$ cat src/rtl/core/advd_pkg.sv
// Shared constants, codes and types of the adaptive delta video decoder.
// Used by advd_div, advd_seq and adaptive_delta_video_decoder; depends on nothing.
`timescale 1ns / 1ps
`default_nettype none

package advd_pkg;

   // Frame limits and last-pixel store size
   localparam int MAX_WIDTH   = 1024;
   localparam int MAX_HEIGHT  = 1024;
   localparam int MAX_BLOCK   = 64;
   localparam int STORE_DEPTH = 16384;
   localparam int STORE_AW    = $clog2(STORE_DEPTH);

   // Configuration register widths
   localparam int DIM_W     = 11;
   localparam int BLK_W     = 7;
   localparam int STEP_W    = 8;
   localparam int CSR_W     = 11;
   localparam int CSR_IDX_W = 3;

   // Counter widths
   localparam int ROW_W = $clog2(MAX_HEIGHT);
   localparam int BC_W  = $clog2(MAX_WIDTH);
   localparam int PIB_W = $clog2(MAX_BLOCK);
   localparam int LBC_W = 4;
   localparam int CI_W  = 2;
   localparam int RUN_W = 6;

   // Pixel data
   localparam int NUM_CH  = 3;
   localparam int CH_W    = 8;
   localparam int PIX_W   = 24;
   localparam int INDEX_W = 20;

   // Shared multiplier
   localparam int MUL_W  = 12;
   localparam int PROD_W = 2 * MUL_W;

   localparam logic [CH_W-1:0]  LEVEL_MAX     = 8'd255;
   localparam logic [RUN_W-1:0] RUN_MAX       = 6'd63;
   localparam logic [2:0]       LEVEL_TOP_BIT = 3'd7;
   localparam logic [CI_W-1:0]  LAST_CH       = 2'd2;
   localparam logic [1:0]       NCH_GRAY      = 2'd1;
   localparam logic [1:0]       NCH_RGB       = 2'd3;

   // Register indexes
   localparam logic [CSR_IDX_W-1:0] CSR_COLOR_MODE     = 3'd0;
   localparam logic [CSR_IDX_W-1:0] CSR_FRAME_WIDTH    = 3'd1;
   localparam logic [CSR_IDX_W-1:0] CSR_FRAME_HEIGHT   = 3'd2;
   localparam logic [CSR_IDX_W-1:0] CSR_BLOCK_WIDTH    = 3'd3;
   localparam logic [CSR_IDX_W-1:0] CSR_DOWN_STEP_BASE = 3'd4;
   localparam logic [CSR_IDX_W-1:0] CSR_DOWN_STEP_QUAD = 3'd5;
   localparam logic [CSR_IDX_W-1:0] CSR_UP_STEP_BASE   = 3'd6;
   localparam logic [CSR_IDX_W-1:0] CSR_UP_STEP_QUAD   = 3'd7;

   // Register reset values
   localparam logic [DIM_W-1:0]  FRAME_WIDTH_RST  = 11'd320;
   localparam logic [DIM_W-1:0]  FRAME_HEIGHT_RST = 11'd200;
   localparam logic [BLK_W-1:0]  BLOCK_WIDTH_RST  = 7'd8;
   localparam logic [STEP_W-1:0] STEP_RST         = 8'd1;

   typedef enum logic [1:0] {
      PH_FLAG,
      PH_LEVEL,
      PH_PIXEL
   } phase_type;

   typedef enum logic [3:0] {
      ST_IDLE,
      ST_RD,
      ST_RDW,
      ST_SQ,
      ST_STEP,
      ST_PIX,
      ST_IDX,
      ST_WR,
      ST_EMIT
   } seq_state_type;

   // Clamped configuration as the decoder sees it
   typedef struct packed {
      logic              color_mode;
      logic [DIM_W-1:0]  width;
      logic [DIM_W-1:0]  height;
      logic [BLK_W-1:0]  block;
      logic [DIM_W-1:0]  blocks_per_row;
      logic [STEP_W-1:0] down_base;
      logic [STEP_W-1:0] down_quad;
      logic [STEP_W-1:0] up_base;
      logic [STEP_W-1:0] up_quad;
   } cfg_type;

   typedef struct packed {
      logic               pixel_valid;
      logic [INDEX_W-1:0] pixel_index;
      logic [PIX_W-1:0]   pixel_value;
      logic               frame_done;
   } res_type;

   typedef struct packed {
      logic                we;
      logic [STORE_AW-1:0] waddr;
      logic [PIX_W-1:0]    wdata;
      logic                re;
      logic [STORE_AW-1:0] raddr;
   } store_req_type;

endpackage

`default_nettype wire

$ cat src/rtl/core/advd_div.sv
// Restoring divider, one quotient bit per cycle: blocks per row = width / block.
// Depends on advd_pkg for widths.
`timescale 1ns / 1ps
`default_nettype none

module advd_div
   import advd_pkg::*;
(
   input  wire logic             clock,
   input  wire logic             reset,
   input  wire logic             start,
   input  wire logic [DIM_W-1:0] dividend,
   input  wire logic [BLK_W-1:0] divisor,
   output logic                  busy,
   output logic      [DIM_W-1:0] quotient
);

   localparam int CNT_W = $clog2(DIM_W + 1);

   logic             busy_ff, busy_in;
   logic [CNT_W-1:0] cnt_ff, cnt_in;
   logic [DIM_W-1:0] quo_ff, quo_in;
   logic [BLK_W-1:0] rem_ff, rem_in;
   logic [BLK_W-1:0] dvs_ff, dvs_in;
   logic [BLK_W:0]   trial;

   always_comb begin
      busy_in = busy_ff;
      cnt_in  = cnt_ff;
      quo_in  = quo_ff;
      rem_in  = rem_ff;
      dvs_in  = dvs_ff;
      trial   = {rem_ff, quo_ff[DIM_W-1]};
      if (start) begin
         busy_in = 1'b1;
         cnt_in  = CNT_W'(DIM_W);
         quo_in  = dividend;
         rem_in  = '0;
         dvs_in  = divisor;
      end else if (busy_ff) begin
         // shift the next dividend bit in, subtract when it fits
         if (trial >= {1'b0, dvs_ff}) begin
            rem_in = BLK_W'(trial - {1'b0, dvs_ff});
            quo_in = {quo_ff[DIM_W-2:0], 1'b1};
         end else begin
            rem_in = trial[BLK_W-1:0];
            quo_in = {quo_ff[DIM_W-2:0], 1'b0};
         end
         cnt_in = cnt_ff - 1'b1;
         if (cnt_ff == CNT_W'(1)) begin
            busy_in = 1'b0;
         end
      end
   end

   always_ff @(posedge clock) begin
      if (reset) begin
         busy_ff <= 1'b0;
         cnt_ff  <= '0;
      end else begin
         busy_ff <= busy_in;
         cnt_ff  <= cnt_in;
      end
   end

   always_ff @(posedge clock) begin
      quo_ff <= quo_in;
      rem_ff <= rem_in;
      dvs_ff <= dvs_in;
   end

   assign busy     = busy_ff;
   assign quotient = quo_ff;

endmodule

`default_nettype wire

$ cat config.mk
export PLATFORM = sky130hd
export DESIGN_NAME = advd_div
export DESIGN_NICKNAME = d
export VERILOG_FILES = /design/src/rtl/core/advd_pkg.sv /design/src/rtl/core/advd_div.sv
export SDC_FILE = /design/constraint.sdc
export NUM_CORES = 1
export LEC_CHECK = 0
export BUFFER_PORTS_ARGS = -buffer_cell sky130_fd_sc_hd__buf_2
export CAP_MARGIN = 20
export CORE_MARGIN = 4
export CORE_UTILIZATION = 25
export CTS_CLUSTER_DIAMETER = 200
export DETAILED_ROUTE_END_ITERATION = 16
export PLACE_DENSITY = 0.5
export REMOVE_ABC_BUFFERS = 1
export SKIP_LAST_GASP = 1
export SLEW_MARGIN = 25
export SYNTH_ARGS = -nofsm -noshare
export SYNTH_HDL_FRONTEND = slang
export SYNTH_SLANG_ARGS = --single-unit
export TNS_END_PERCENT = 10
$ cat constraint.sdc
create_clock -name clock -period 2.8 [get_ports clock]
set_input_delay 0.14 -clock clock [delete_from_list [all_inputs] [get_ports clock]]
set_output_delay 0.14 -clock clock [all_outputs]
set_load 0.005 [all_outputs]
# Yosys cells after proc, flatten, opt, wreduce, memory -nomap -nowiden
# Index checks and enable logic that the tools add are counted.
[word_totals] regBits=30 output_inout_bits=12 input_bits=21 word_cells=21
[op_classes] add_sub_neg=2 mux=9 reduce_logical=2 eq_ne=1 magnitude_cmp=1
[op_table] cell="11-bit 2-to-1 mux" n=2
[op_table] cell="8-bit by 7-bit >= comparator with 1-bit output" n=1
[op_table] cell="4-bit 2-to-1 mux" n=2
[op_table] cell="7-bit 2-to-1 mux" n=1
[op_table] cell="7-bit subtractor" n=1
[op_table] cell="4-bit by 1-bit equality test with 1-bit output (second input constant)" n=1
[op_table] cell="1-bit 2-to-1 mux" n=4
[op_table] cell="4-bit by 1-bit subtractor with 4-bit output (second input constant)" n=1
[op_table] cell="2-bit nonzero test" n=1
[op_table] cell="2-bit OR reduction" n=1

# Logic depth before layout (Yosys ltp)
[depth] word_depth=4 mapped_depth=9 mapped_depth_nobuf=7

# Least setup slack after synthesis
# No wires, ideal clock.
[synth_path] path_kind="reg-to-reg" startpoint="reg quo_ff[10] (netlist: quotient[10])" endpoint="reg rem_ff[0]" t_arrival_ps=2091 path_slack_ps=621 path_stages_with_launch=10 required_time_ps=2712 n_path_buf=2 synth_period_minus_slack_ps=2179 setup_ps=88 path_cell_list="edfxtp_1 > inv_1 > ha_1 > fa_1 > nand2b_1 > a211o_1 > buf_6 > and3_1 > buf_6 > a311oi_2"
[synth_between] elab_chain_len=2 word_cells_on_any_way=3 classes_between="1 x add/sub; 1 x order compare; 1 x mux"
[synth_lines] element="start: declaration" line_no="advd_div.sv:22" text="logic [DIM_W-1:0] quo_ff, quo_in;"
[synth_lines] element="start signal: assignment" line_no="advd_div.sv:67" text="quo_ff <= quo_in;"
[synth_lines] element="7-bit subtractor or 8-bit by 7-bit >= comparator with 1-bit output (tied branches)" line_no="advd_div.sv:43, advd_div.sv:42"
[synth_lines] element="7-bit 2-to-1 mux (*)" line_no="advd_div.sv:42" text="if (trial >= {1'b0, dvs_ff}) begin"
[synth_lines] element="end signal: assignment" line_no="advd_div.sv:68" text="rem_ff <= rem_in;"
[synth_lines] element="end: declaration" line_no="advd_div.sv:23" text="logic [BLK_W-1:0] rem_ff, rem_in;"
# Every way passes the cells marked *; elsewhere a longest branch is shown, timed or not.
# A chain may end at the register's enable or synchronous reset.

# Worst setup path in the final report
[layout_path] startpoint="reg quo_ff[10] (netlist: quotient[10])" endpoint="reg rem_ff[2]"
# The elaborated chain is that of the path after synthesis.

==> metrics.md <==
| Metric | Value |
|---|---|
| Most common cell after layout, fill and taps aside | buf_2 |
| Synthesized area | 1740 µm² |
| Footprint of the multi-input gates | 858 µm² |
| Cts bufs inserted | 5 |
| Row cnt | 30 |
| Max Cap Violations | 0 |
| Setup bufs post-CTS | 0 |
| Max Root-Sink Buffers | 2 |
| WS Path Type | flop to flop |
| Antenna violations before repair | 0 |
| Worst slew margin | 49.7% |
| Sequential share of the synthesized area | 44.9% |
| Worst Skew | 0.00682 ns |
| Die Y | 91.4 µm |
| Placed Cells incl. Taps | 284 |
| Starting Density | 25.6% |
| Unrepaired setup endpoints after global routing | no |
| Period utilisation layout | 81.4% |
| Detailed-placement wirelength estimate | 2.41 mm |
| Chip width | 91.4 µm |
| HP Class | input pin to flop |
| Yosys reg bits | 30 |
| CTS tree | yes |
| Number of global-route vias before repair | 1,209 |
| Clk pin slew, worst setup/hold paths | 0.07 ns |
| ANT nets after route | 0 |
| Fillers | 701 |
| Leak pwr | 0.000838 µW |
| Final Non-Filler Cells | 292 |
| Final wirelength | 3.35 mm |
| Core area | 6790 µm² |
| Vias | 1,267 |
| Final critical-path required period | 2.28 ns |
| Synth async-reset ratio | 0% |
| Worst-path fanout max | 9 |
| CTS root buffer | clkbuf_8 |
| Pin count of the biggest net entering global routing | 39 |
| FMAX | 0.439 GHz |
| FF/Latch Area | 781 µm² |
| Critical path capture point type | flop |
| Nets | 226 |
| Most frequent cells in the layout | buf_2, nor2_1, edfxtp_1 |
| Global router's overall resource usage | 8.61% |
| Post-CTS Hold Fix Bufs | 0 |
| DRC | 0 |
| Boundary Pins | 33 |
| Sum Neg Setup Slack | 0 ns |
| Worst vdd ir | 0.613 mV |
| Finish-stage setup viols | 0 |
| Data arrival time at the worst-slack endpoint | 2.47 ns |
| Hold Fails Final Rpt | 0 |
| Area Overhead vs Synth | 19.9% |
| Slew Viols, Final | 0 |
| Layout cells sized above 1 | 31.6% |
| Status | complete, no violations |
| Diode count | 0 |
| Worst-Skew Late Latency | 0.28 ns |
| Synth unique cells | 45 |
| Synth Flop Type | edfxtp_1 |
| PortBufs | 32 |
| Power Density | 562 nW/µm² |
| Least-Margin Pin Slew | 0.754 ns |
| Cells after Synth | 164 |
| GP Congestion | 0.725 |
| Number of gates resized after CTS | 0 |
| GRT overflow | 0 |
| Ys Warns | 0 |
| WP data required | 2.99 ns |
| Die area | 8350 µm² |
| H-tree Lvls | 2 |
| Type of origin of the critical path | flop |
| Drt first pass iters | 4 |
| Post-synth EDFFs | 18 |
| DR vias/cell | 4.34 |
| Routed WL per cell | 11.5 µm |
| # clock sinks | 30 |
| First-pass GRT wire length | 5.82 mm |
| Syn Area/Cell | 10.6 µm² |
| 1st-iter DRT viols | 57 |
[Yosys cell counts (3+ instances only)]
cell      number  share of area [%]
clkbuf_1       4               0.86
edfxtp_1      18                 31
nand2_1       11                2.4
inv_1         13                2.8
ha_1           9                6.5
nor2_1        19                4.1
a21o_1         3                1.3
xor2_1         4                2.0
nor3b_1        5                2.2
a41oi_1        4                2.0
a21oi_1        3               0.86
dfxtp_1       12                 14
or3b_2         3                1.5
nand2b_1       6                2.2
mux2_2        10                6.5
[logic make-up after synthesis]
family                     synth area share, %
AOI/OAI and AO/OA                         14.9
adders and majority gates                 7.63
muxes                                     7.05
xor gates and xnor gates                  3.02
DFF                                       44.9
and+or+nand+nor                           16.8
buffers and inverters                     5.76
[critical path, stage by stage (launching register included)]
cell and delay (ns):
edfxtp_1 0.34, inv_1 0.07, ha_1 0.22, fa_1 0.39
nand2b_1 0.19, a211o_1 0.38, and3_1 0.33, a311oi_2 0.28
[path summary, 6_finish.rpt]
check / slack (ns) / start / depth (start not counted) / end
worst max register to register: 0.52 / quotient[10] / 7 / rem_ff[2]
worst max-delay path: 0.52 / quotient[10] / 7 / rem_ff[2]
worst min register to register: 0.52 / rem_ff[1] / 2 / rem_ff[2]
worst min-delay path: 0.04 / divisor[4] / 1 / dvs_ff[4]
[registers in the layout, summed over array words and instances, names as in the netlist]
| signal | flops |
|---|---|
| quotient | 11 |
| rem_ff | 7 |
| busy | 1 |
| dvs_ff | 7 |
| cnt_ff | 4 |
[metrics by stage]
stage / worst slack [ns] / hold slack [ns] / instance area (µm²) / total power, µW / utilization [%]
floorplan: 0.667 / 0.212 / 1690 / 683 / -
finish: 0.520 / 0.0395 / 2080 / 1170 / 30.7
global route: 0.343 / 0.0186 / 2080 / 1240 / 30.7
detailed placement: 0.521 / 0.318 / 1980 / 760 / 29.1
global placement: 0.544 / 0.319 / 1980 / 764 / 29.1
CTS: 0.502 / 0.0261 / 2080 / 1190 / 30.7
[area by class of cell]
type	instances	share of cell area (%)
Clock buffer	5	3.30
Tap cell	96	5.76
Sequential cell	30	37.5
Clock inverter	3	1.92
Multi-Input combinational cell	112	41.2
Inverter	13	2.34
Timing Repair Buffer	33	8.04
[metal layers]
layer | track usage (%) | vias to the layer above | part of all wire [%]
met5 | 0 | - | 0
met4 | 2.64 | 0 | 0.45
met3 | 2.40 | 2 | 3.4
met2 | 12.8 | 20 | 47
met1 | 12.0 | 589 | 49
li1 | - | 656 | -
[where the power goes]
part           internal [µW]  switching (µW)
registers                511            25.8
clock network            261             159
logic                    100             113
total                    873             298
(Power assumes the default switching activity.)
